===== config.mk =====
export PLATFORM = sky130hd
export DESIGN_NAME = button_double_click_detector
export DESIGN_NICKNAME = d
export VERILOG_FILES = /design/src/hw/rtl/bdcd_pkg.sv /design/src/hw/rtl/bdcd_lane.sv /design/src/hw/rtl/bdcd_merge.sv /design/src/hw/rtl/button_double_click_detector.sv
export SDC_FILE = /design/constraint.sdc
export NUM_CORES = 2
export LEC_CHECK = 0
export BUFFER_PORTS_ARGS = -buffer_cell sky130_fd_sc_hd__buf_4
export CAP_MARGIN = 20
export CORE_ASPECT_RATIO = 0.8
export CORE_MARGIN = 2
export CORE_UTILIZATION = 60
export DETAILED_ROUTE_END_ITERATION = 8
export MAX_ROUTING_LAYER = met4
export PLACE_DENSITY = 0.78
export SLEW_MARGIN = 30
export SYNTH_ARGS = -nofsm -noshare
export SYNTH_HDL_FRONTEND = slang
export SYNTH_SLANG_ARGS = --single-unit

===== constraint.sdc =====
create_clock -name clk -period 6.74 [get_ports clk]
set_input_delay 1.011 -clock clk [delete_from_list [all_inputs] [get_ports clk]]
set_output_delay 1.011 -clock clk [all_outputs]
set_load 0.01 [all_outputs]

===== src/hw/rtl/bdcd_pkg.sv =====
// Shared types and constants for the button double-click detector.
// No dependencies; used by bdcd_lane, bdcd_merge and the top level.
package bdcd_pkg;

  localparam int NumButtons = 16;
  localparam int LevelBits  = 16;
  localparam int MaskBits   = 16;
  localparam int TimeW      = 31;
  localparam int WinW       = 8;
  localparam int ActW       = 5;
  localparam int InDataW    = 48;
  localparam int OutDataW   = 40;
  localparam int CfgAddrW   = 3;
  localparam int CfgDataW   = 32;

  localparam logic [TimeW-1:0] TimeMax   = {TimeW{1'b1}};
  localparam logic [WinW-1:0]  WinReset  = 8'd1;
  localparam logic [ActW-1:0]  ActReset  = 5'd16;

  // Register index, taken from paddr[2]
  typedef enum logic [0:0] {
    RegWindow = 1'b0,
    RegActive = 1'b1
  } cfg_reg_t;

  typedef enum logic [1:0] {
    CntNone = 2'd0,
    CntOne  = 2'd1,
    CntTwo  = 2'd2
  } click_cnt_t;

  // Per-sample control broadcast to every lane
  typedef struct packed {
    logic             take;
    logic [TimeW-1:0] now;
    logic [WinW-1:0]  win;
  } lane_ctl_t;

  // What one lane found for the current sample
  typedef struct packed {
    logic held;
    logic dbl;
  } lane_res_t;

endpackage


===== src/hw/rtl/bdcd_lane.sv =====
// One button lane: press latch, click count and deadline, plus next-state logic.
// Depends on bdcd_pkg.
module bdcd_lane (
  input  logic                 clk,
  input  logic                 rst_n,
  input  bdcd_pkg::lane_ctl_t  ctl,
  input  logic                 active,
  input  logic                 level,
  output bdcd_pkg::lane_res_t  res
);

  logic                          latch_r, latch_nxt;
  bdcd_pkg::click_cnt_t          count_r, count_nxt;
  logic [bdcd_pkg::TimeW-1:0]    deadline_r, deadline_nxt;
  logic [bdcd_pkg::TimeW:0]      sum;
  logic [bdcd_pkg::TimeW-1:0]    deadline_new;
  logic                          flag;

  // Saturate the new deadline at the top of the time range
  assign sum          = {1'b0, ctl.now} + {{(bdcd_pkg::TimeW + 1 - bdcd_pkg::WinW){1'b0}}, ctl.win};
  assign deadline_new = sum[bdcd_pkg::TimeW] ? bdcd_pkg::TimeMax : sum[bdcd_pkg::TimeW-1:0];

  always_comb begin
    latch_nxt    = latch_r;
    count_nxt    = count_r;
    deadline_nxt = deadline_r;
    flag         = 1'b0;
    if (level) begin
      if (!latch_r) begin
        latch_nxt = 1'b1;
        if (count_r == bdcd_pkg::CntNone || ctl.now > deadline_r) begin
          deadline_nxt = deadline_new;
          count_nxt    = bdcd_pkg::CntOne;
        end else if (ctl.now < deadline_r) begin
          flag         = 1'b1;
          deadline_nxt = '0;
          count_nxt    = bdcd_pkg::CntTwo;
        end
      end else if (count_r == bdcd_pkg::CntTwo) begin
        flag = 1'b1;
      end
    end else begin
      if (count_r == bdcd_pkg::CntTwo) begin
        count_nxt = bdcd_pkg::CntNone;
      end
      latch_nxt = 1'b0;
    end
  end

  assign res.held = active & level;
  assign res.dbl  = active & flag;

  // Inactive lanes hold their state
  always_ff @(posedge clk) begin
    if (!rst_n) begin
      latch_r    <= 1'b0;
      count_r    <= bdcd_pkg::CntNone;
      deadline_r <= '0;
    end else if (ctl.take && active) begin
      latch_r    <= latch_nxt;
      count_r    <= count_nxt;
      deadline_r <= deadline_nxt;
    end
  end

  a_two_clears_deadline: assert property (@(posedge clk) disable iff (!rst_n)
    count_r == bdcd_pkg::CntTwo |-> deadline_r == '0)
    else $error("double-click count with nonzero deadline");

  a_two_needs_latch: assert property (@(posedge clk) disable iff (!rst_n)
    count_r == bdcd_pkg::CntTwo |-> latch_r)
    else $error("double-click count without press latch");

  a_idle_lane_holds: assert property (@(posedge clk) disable iff (!rst_n)
    !(ctl.take && active) |=> $stable(count_r) && $stable(latch_r))
    else $error("lane state moved without a transfer");

endmodule


===== src/hw/rtl/bdcd_merge.sv =====
// Merge stage: gathers lane results into masks and holds the output register.
// Depends on bdcd_pkg.
module bdcd_merge (
  input  logic                                       clk,
  input  logic                                       rst_n,
  input  logic                                       take,
  input  bdcd_pkg::lane_res_t [bdcd_pkg::NumButtons-1:0] lane_res,
  output logic                                       room,
  output logic                                       out_tvalid,
  input  logic                                       out_tready,
  output logic [bdcd_pkg::OutDataW-1:0]              out_tdata
);

  logic [bdcd_pkg::MaskBits-1:0] held;
  logic [bdcd_pkg::MaskBits-1:0] dbl;
  logic                          any;
  logic                          valid_r, valid_nxt;
  logic [bdcd_pkg::OutDataW-1:0] data_r;

  always_comb begin
    held = '0;
    dbl  = '0;
    for (int i = 0; i < bdcd_pkg::NumButtons; i++) begin
      if (i < bdcd_pkg::MaskBits) begin
        held[i] = lane_res[i].held;
        dbl[i]  = lane_res[i].dbl;
      end
    end
    any = |held;
  end

  // Accept when the register is empty or drains this cycle
  assign room      = !valid_r || out_tready;
  assign valid_nxt = take ? 1'b1 : (out_tready ? 1'b0 : valid_r);

  always_ff @(posedge clk) begin
    if (!rst_n) begin
      valid_r <= 1'b0;
    end else begin
      valid_r <= valid_nxt;
    end
  end

  always_ff @(posedge clk) begin
    if (take) begin
      data_r <= {{(bdcd_pkg::OutDataW - 2 * bdcd_pkg::MaskBits - 1){1'b0}}, any, dbl, held};
    end
  end

  assign out_tvalid = valid_r;
  assign out_tdata  = data_r;

  a_dbl_within_held: assert property (@(posedge clk) disable iff (!rst_n)
    out_tvalid |-> (out_tdata[2*bdcd_pkg::MaskBits-1:bdcd_pkg::MaskBits]
                    & ~out_tdata[bdcd_pkg::MaskBits-1:0]) == '0)
    else $error("double-click bit without held bit");

  a_any_matches_held: assert property (@(posedge clk) disable iff (!rst_n)
    out_tvalid |-> out_tdata[2*bdcd_pkg::MaskBits] == (|out_tdata[bdcd_pkg::MaskBits-1:0]))
    else $error("any_pressed disagrees with held mask");

  a_take_fills: assert property (@(posedge clk) disable iff (!rst_n)
    take |=> valid_r)
    else $error("accepted sample did not reach output register");

endmodule


===== src/hw/rtl/button_double_click_detector.sv =====
// Top level of the button double-click detector: config registers, lanes, merge.
// Depends on bdcd_pkg, bdcd_lane and bdcd_merge.
//
// Usage:
//   in_*  : one transfer per sample. in_tdata = button_levels [15:0],
//           time_now [46:16], bit 47 zero.
//   out_* : one transfer per sample. out_tdata = held_mask [15:0],
//           double_click_mask [31:16], any_pressed [32], bits 39:33 zero.
//   cfg_* : APB-style register port. 0x0 double_click_window (8 bits, zero
//           acts as 1), 0x4 active_buttons (5 bits, values above 16 act as 16).
//           Write only while no sample is in flight.
// Sixteen lanes, one per button, evaluate a sample side by side in the cycle
// it is accepted and update their state at that edge; the merge stage
// registers the masks; out_tvalid rises in the cycle after the input transfer,
// and one sample is accepted every cycle while the receiver is ready: the single
// output register sets that figure. When the receiver stalls, the output register
// holds and in_tready drops until it drains. Reset clears every lane's latch,
// count and deadline, sets the window to 1 and the active count to 16, and
// empties the output register.
module button_double_click_detector (
  input  logic                               clk,
  input  logic                               rst_n,
  // button_levels [15:0], time_now [46:16]
  input  logic                               in_tvalid,
  output logic                               in_tready,
  input  logic [bdcd_pkg::InDataW-1:0]       in_tdata,
  // held_mask [15:0], double_click_mask [31:16], any_pressed [32]
  output logic                               out_tvalid,
  input  logic                               out_tready,
  output logic [bdcd_pkg::OutDataW-1:0]      out_tdata,
  input  logic                               cfg_psel,
  input  logic                               cfg_penable,
  input  logic                               cfg_pwrite,
  input  logic [bdcd_pkg::CfgAddrW-1:0]      cfg_paddr,
  input  logic [bdcd_pkg::CfgDataW-1:0]      cfg_pwdata,
  output logic [bdcd_pkg::CfgDataW-1:0]      cfg_prdata,
  output logic                               cfg_pready
);

  logic [bdcd_pkg::WinW-1:0]  window_r;
  logic [bdcd_pkg::ActW-1:0]  active_r;
  logic                       cfg_wr;
  bdcd_pkg::cfg_reg_t         cfg_sel;
  logic                       room;
  logic                       take;
  bdcd_pkg::lane_ctl_t        ctl;
  bdcd_pkg::lane_res_t [bdcd_pkg::NumButtons-1:0] lane_res;

  // Configuration port: zero-wait writes and reads
  assign cfg_pready = 1'b1;
  assign cfg_wr     = cfg_psel && cfg_penable && cfg_pwrite && cfg_pready;
  assign cfg_sel    = bdcd_pkg::cfg_reg_t'(cfg_paddr[2]);

  always_ff @(posedge clk) begin
    if (!rst_n) begin
      window_r <= bdcd_pkg::WinReset;
      active_r <= bdcd_pkg::ActReset;
    end else if (cfg_wr) begin
      unique case (cfg_sel)
        bdcd_pkg::RegWindow: window_r <= cfg_pwdata[bdcd_pkg::WinW-1:0];
        bdcd_pkg::RegActive: active_r <= cfg_pwdata[bdcd_pkg::ActW-1:0];
        default: ;
      endcase
    end
  end

  always_comb begin
    unique case (cfg_sel)
      bdcd_pkg::RegWindow:
        cfg_prdata = {{(bdcd_pkg::CfgDataW - bdcd_pkg::WinW){1'b0}}, window_r};
      bdcd_pkg::RegActive:
        cfg_prdata = {{(bdcd_pkg::CfgDataW - bdcd_pkg::ActW){1'b0}}, active_r};
      default:
        cfg_prdata = '0;
    endcase
  end

  // Input handshake follows the output register
  assign in_tready = room;
  assign take      = in_tvalid && in_tready;

  // Broadcast control; a zero window acts as one tick
  assign ctl.take = take;
  assign ctl.now  = in_tdata[bdcd_pkg::LevelBits +: bdcd_pkg::TimeW];
  assign ctl.win  = (window_r == '0) ? bdcd_pkg::WinW'(1) : window_r;

  for (genvar g = 0; g < bdcd_pkg::NumButtons; g++) begin : g_lane
    logic level;
    logic active;

    // Buttons beyond the level field read as released
    if (g < bdcd_pkg::LevelBits) begin : g_lvl
      assign level = in_tdata[g];
    end else begin : g_nolvl
      assign level = 1'b0;
    end

    assign active = active_r > bdcd_pkg::ActW'(g);

    bdcd_lane u_lane (
      .clk    (clk),
      .rst_n  (rst_n),
      .ctl    (ctl),
      .active (active),
      .level  (level),
      .res    (lane_res[g])
    );
  end

  bdcd_merge u_merge (
    .clk        (clk),
    .rst_n      (rst_n),
    .take       (take),
    .lane_res   (lane_res),
    .room       (room),
    .out_tvalid (out_tvalid),
    .out_tready (out_tready),
    .out_tdata  (out_tdata)
  );

  a_no_take_when_full: assert property (@(posedge clk) disable iff (!rst_n)
    out_tvalid && !out_tready |-> !take)
    else $error("sample accepted while output register is stalled");

  a_cfg_write_lands: assert property (@(posedge clk) disable iff (!rst_n)
    cfg_wr && cfg_sel == bdcd_pkg::RegActive |=> active_r == $past(cfg_pwdata[bdcd_pkg::ActW-1:0]))
    else $error("active_buttons write lost");

  a_zero_active_quiet: assert property (@(posedge clk) disable iff (!rst_n)
    take && active_r == '0 |=> out_tdata[2*bdcd_pkg::MaskBits:0] == '0)
    else $error("output bits set with no active buttons");

endmodule


== After elaboration in Yosys (flattened, before gate mapping) ==
Cells that the tools add are included.
Widths: inputs -> output; s select.

* Bits in read-only memories: 0
* RAM bits: 0
* Memories kept: 0
* Register bits: 591
* Output and inout bits: 75
* Bits in latches: 0
* Input bits: 90
* Logic and storage cells: 533

* Multiplexer cells: 213
* Reduce and logical (&&, ||, !) cells: 122
* Multiply operators: 0
* Bitwise operators: 49
* Div/mod/pow operators: 0
* Equal/unequal tests: 48
* Shift operators: 0
* $add $sub $neg: 1
* Magnitude comparators: 48

{| class="wikitable"
|+ Operators with widths
! operator !! number
|-
| $mux 31 || 33
|-
| $gt 31x31->1 || 16
|-
| $lt 31x31->1 || 16
|-
| $mux 2 || 80
|-
| $reduce_and 4->1 || 32
|-
| $mux 1 || 98
|-
| $reduce_bool 2->1 || 33
|-
| $pmux 32 s2 || 1
|-
| $ne 3x1->1 const B || 16
|-
| $gt 5x4->1 const B || 8
|-
| $add 31x8->32 || 1
|-
| $and 1x1->1 || 32
|-
| $eq 2x2->1 const B || 16
|-
| $logic_not 2->1 || 16
|-
| $ne 2x2->1 const B || 16
|-
| $gt 5x3->1 const B || 4
|-
| $logic_and 1x1->1 || 19
|-
| $logic_or 1x1->1 || 17
|-
| $not 1->1 || 17
|-
| $reduce_or 16->1 || 1
|-
| $gt 5x1->1 const B || 2
|-
| $gt 5x2->1 const B || 2
|-
| $logic_not 8->1 || 1
|-
| $mux 8 || 1
|-
| other kinds (2) || 3
|}

== Longest topological paths before layout ==
* Depth after elaboration: 6
* Gate-level depth with buffers: 12
* Gate-level depth less buffers: 11

== Hierarchy ==
Synthesis repeated with hierarchy kept, for this count alone.

* Cells, all modules: 5901
* Area, all modules: 48848.1 µm²

{| class="wikitable"
|+ By module, submodules not included
! module !! times used !! area an instance (µm²) !! sequential area each (µm²) !! cells an instance
|-
| bdcd_lane (g_lane[12].u_lane ...) || 11 || 2925.3 || 680.7 || 359
|-
| bdcd_lane (g_lane[0].u_lane ...) || 4 || 2887.8 || 680.7 || 354
|-
| bdcd_lane (g_lane[11].u_lane) || 1 || 2970.3 || 680.7 || 354
|-
| bdcd_merge || 1 || 1123.6 || 1011.0 || 50
|-
| button_double_click_detector || 1 || 1024.7 || 260.2 || 132
|}

== Worst setup path before layout ==
OpenSTA, ideal clock, no wires.

* Kind: in2reg
* From: in out_tready
* To: reg g_lane[7].u_lane.latch_r
* Library setup time: 0.128 ns
* Buffers on the path: 2
* Arrival: 3.198 ns
* Data required time: 6.612 ns
* Setup slack: 3.415 ns
* Cell stages on the path: 9
* Path through: nor2b_1 -> inv_1 -> nand2_1 -> buf_2 -> clkinv_1 -> clkbuf_1 -> o21ai_0 -> a22oi_1 -> nor2_1

* Word-level cells in the longest chain between the ends: 3

{| class="wikitable"
|+ RTL lines
! element !! line !! text
|-
| from (decl) || button_double_click_detector.sv:29 || <nowiki>input logic out_tready,</nowiki>
|-
| $logic_or 1x1->1 || bdcd_merge.sv:33 || <nowiki>assign room = !valid_r || out_tready;</nowiki>
|-
| via in_tready || button_double_click_detector.sv:25 || <nowiki>output logic in_tready,</nowiki>
|-
| $logic_and 1x1->1 || button_double_click_detector.sv:80 || <nowiki>assign take = in_tvalid && in_tready;</nowiki>
|-
| via take || button_double_click_detector.sv:45 || <nowiki>logic take;</nowiki>
|-
| $logic_and 1x1->1 || bdcd_lane.sv:59 || <nowiki>end else if (ctl.take && active) begin</nowiki>
|-
| to (signal assigned) || bdcd_lane.sv:60 || <nowiki>latch_r <= latch_nxt;</nowiki>
|-
| to (decl) || bdcd_lane.sv:12 || <nowiki>logic latch_r, latch_nxt;</nowiki>
|}

The timed path passes the listed nets, and every way through them passes these cells.
A chain may end at the register's enable or synchronous reset.

== Worst setup path in the final report ==
* From: in in_tdata[17] (netlist bit)
* To: reg g_lane[9].u_lane.deadline_r[29] (netlist bit)

* Word-level cells in the longest chain between the ends: 4
* Elaborated cells between the ends (all ways): 8
* Classes of those cells: add/sub (1); order compare (2); mux (2); reduce/logical (3)

{| class="wikitable"
|+ RTL lines
! element !! line !! text
|-
| from (decl) || button_double_click_detector.sv:26 || <nowiki>input logic [bdcd_pkg::InDataW-1:0] in_tdata,</nowiki>
|-
| $gt 31x31->1 || bdcd_lane.sv:31 || <nowiki>if (count_r == bdcd_pkg::CntNone || ctl.now > deadline_r) begin</nowiki>
|-
| $logic_or 1x1->1 || bdcd_lane.sv:31 ||
|-
| $reduce_bool 2->1 (no line) || - ||
|-
| $reduce_and 4->1 (no line) || - ||
|-
| to (signal assigned) || bdcd_lane.sv:62 || <nowiki>deadline_r <= deadline_nxt;</nowiki>
|-
| to (decl) || bdcd_lane.sv:14 || <nowiki>logic [bdcd_pkg::TimeW-1:0] deadline_r, deadline_nxt;</nowiki>
|}

Parallel ways exist; a longest one is shown, timed or not.

==> metrics <==
status finished clean; Synth Register Bits 591; CP Cell Sequence buf_4, ha_1, a211oi_1, o21a_1, o21ai_2, a31oi_2, or2_0, o211a_1, a22o_1; Worst Reg2Reg Path Length in Cells 9; CTS max path bufs 3; critical path class input pin to flop; startpoint types input pin; HP Start g_lane[3].u_lane.deadline_r[15]$_SDFFE_PN0P_; Setup crit end kind flop; Synth warnings 0; hold path endpoint g_lane[3].u_lane.deadline_r[15]$_SDFFE_PN0P_; via count 29.23k; Total Routed Length 99.91 mm; Die Y 218.4 um; drt pass-1 iters 6; most frequent cells in the layout 558 x dfxtp_1, 526 x inv_1, 504 x ha_1; Clk pwr share 39.7%; post-DP HPWL 65.71 mm; Placed Area 0.03567 mm^2; Max stage delay on crit path 0.84 ns; Port Buffers about 110; top post-synthesis cells by area dfxtp_1 32%, ha_1 18%, a22o_1 11%; Post-CTS Hold Buffers 0; largest net degree at the start of global routing 50; share of the synthesized area in the top cell type 32.41%; sum of buffers and inverters on the critical path 1; antenna violations before repair 1; CTS buffer count between 50 and 60; Overall Global Routing Usage between 30% and 40%; P_sw 0.002636 W; DRC 0; Via-to-Cell Ratio 6.289; CP arrival 4.43 ns; reg2reg start window_r[4]$_SDFFE_PN0P_; Min-Delay Path Class flop to flop; Max Slew Vio Count 0; core area 0.05670 mm^2; Avg Inst Size Synth 9.080 um^2; mapped cell area between 0.03 and 0.04 mm^2; Leak 15.18 nW; Cell variety after synth 105; Crit path max-delay family compound AO/OA/AOI/OAI gates; CTS clock-pin slew for the worst setup and hold paths 0.07 ns; CTS tree yes; Post-DRT Antenna Nets 0; Sink Count 591; share of layout cells above drive strength 1 between 10% and 20%; slowest stage cell, crit path o211a_1; clock latency on the worst-skew pair 0.64 ns; commonest non-fill, non-tap cell in the layout dfxtp_1; Die Width 272.0 um; worst reg2reg endpoint g_lane[1].u_lane.deadline_r[30]$_SDFFE_PN0P_; Req. time, crit path 7.31 ns; Final Skew between 0.02 and 0.025 ns; Max FO, Critical Path 18; cell area power density 239.7 mW/mm^2; Rows 78; vias in the first global route 27.61k; ant diodes 0; sequential cell fraction of total power 42.3%; Mapped Cells approximately 3.8k; First DRT Iteration DRCs 2,756; ys async rst share 0%; Tcrit/Tclk final 57.37%; RD Place Congestion 0.9202; Final Hold Viols 0; I/O Pins 165; Logic pwr share 18.0%; Worst VDD drop around 0.21 mV; post-synthesis sequential area ratio 35.29%; final instance area 0.03783 mm^2; Worst-Margin Slew slightly below 1 ns; RSZ-0062 raised after global routing false; Root Driver clkbuf_16; max frequency between 0.2 and 0.3 GHz; Post-synth EDFFs 33; wire length of the first global-routing pass 154.6 mm; R2R setup slack 2.91 ns; Area growth, synth to finish 9.769%; top_reg_cell synth dfxtp_1; Hold Path Depth 2; Die ar. 0.05939 mm^2; GRT overflow 0; Slew HR 32.79%; Synth area leader dfxtp_1; max-cap violation count 0; starting density of the core about three fifths; setup bufs post-CTS 0; Fillers 4,566; switching share of power 29.07%; setup violators final 0; setup_tns 0 ns; H-Tree Depth 2; Cell Int Power about 0.0064 W; Routed WL per cell 21.50 um; # resized after CTS 0; fin crit period 3.867 ns; fin nets 4,434
tightest hold or removal path, stage by stage, from the launching register on:
cell and delay [ns]:
dfxtp_1 0.31, nand2_1 0.05, o21ai_1 0.05
cell families after synthesis:
kind of cell,Yosys count,share of synthesized area [%]
multiplexers,22,0.6679
XOR/XNOR,10,0.2541
other,2,0.02179
adder cells (fa/ha/maj),505,18.35
buffers and inverters,725,9.148
flip-flops,591,35.29
AO/OA/AOI/OAI,1105,23.96
AND/OR/NAND/NOR,836,12.31
routing by layer:
layer / part of all wire (%) / GRT usage [%] / vias up / wire (um)
met5: 0 / - / - / 0
li1: - / - / 13800 / -
met1: 44 / 45.79 / 14000 / 43840
met2: 43 / 52.30 / 1182 / 43250
met4: 4.2 / 13.92 / 0 / 4181
met3: 8.7 / 4.417 / 249 / 8644
worst max-delay path by stage:
stage                             startpoint  cells after the start  slack (ns)                                       endpoint
global placement                in_tdata[45]                      9        2.10   g_lane[3].u_lane.deadline_r[26]$_SDFFE_PN0P_
detailed placement              in_tdata[45]                      9        2.15  g_lane[11].u_lane.deadline_r[27]$_SDFFE_PN0P_
floorplan                         out_tready                      9        3.41          g_lane[7].u_lane.latch_r$_SDFFE_PN0P_
CTS                             in_tdata[45]                      9        2.81  g_lane[11].u_lane.deadline_r[14]$_SDFFE_PN0P_
global route        window_r[4]$_SDFFE_PN0P_                     11        2.58   g_lane[1].u_lane.deadline_r[30]$_SDFFE_PN0P_
finish                          in_tdata[17]                      9        2.87   g_lane[9].u_lane.deadline_r[29]$_SDFFE_PN0P_
metrics by stage:
step	util, %	cells	hold WS, ns	power [W]	setup WS, ns
after global routing	66.72	4647	0.4677	0.009413	2.583
after CTS	66.61	4645	0.4503	0.009037	2.806
after global placement	62.79	4537	0.4337	0.005426	2.101
after detailed placement	62.91	4537	0.4409	0.005483	2.154
final	66.72	4647	0.4513	0.009069	2.873
after floorplan	-	3826	0.4250	0.004975	3.415
cells in the mapped netlist, types with 7 or more instances:
library cell and number:
nor4_1 26, or2_2 15, nand2_1 258, clkbuf_1 46, o211a_1 8, o211ai_1 16
nor3_1 58, and4_1 11, a31oi_1 10, a22o_1 436, mux2i_1 14, o21a_1 15
nand3b_1 18, a21oi_1 229, a21boi_1 7, inv_1 527, o21ai_1 16, mux2_2 8
edfxtp_1 33, buf_4 49, nand2b_1 12, a221o_1 8, o21ai_2 30, and3_1 18
nand4_1 104, nand3_1 94, nor2_1 145, buf_6 20, a2111oi_0 9, o31ai_1 18
a211oi_1 45, o21ai_0 134, a221oi_1 18, nor2b_1 11, buf_2 78, or3_1 16
dfxtp_1 558, ha_1 504, a21o_1 25
layout make-up:
type | count | area [um^2] | share of cell area (%)
clock inverter | 32 | 407.9 | 1.078
inverter | 528 | 1983 | 5.242
sequential | 591 | 12160 | 32.15
timing repair buffer | 150 | 1164 | 3.076
tap | 760 | 950.9 | 2.513
clock buffer | 76 | 1692 | 4.471
multi-input combinational | 2510 | 19470 | 51.47
power by group through the flow:
stage	sequential (W)	combinational (W)	clock (W)
finish	0.00384	0.00163	0.00360
global route	0.00386	0.00180	0.00375
CTS	0.00383	0.00159	0.00361
detailed placement	0.00391	0.00158	0
global placement	0.00390	0.00152	0
floorplan	0.00389	0.00109	0
sequential cells by signal (all words and copies together) (netlist names):
register	count
u_merge.out_tdata	33
g_lane.u_lane.count_r	32
g_lane.u_lane.latch_r	16
window_r	8
active_r	5
g_lane.u_lane.deadline_r	496
u_merge.out_tvalid	1
(Power assumes the default switching activity.)
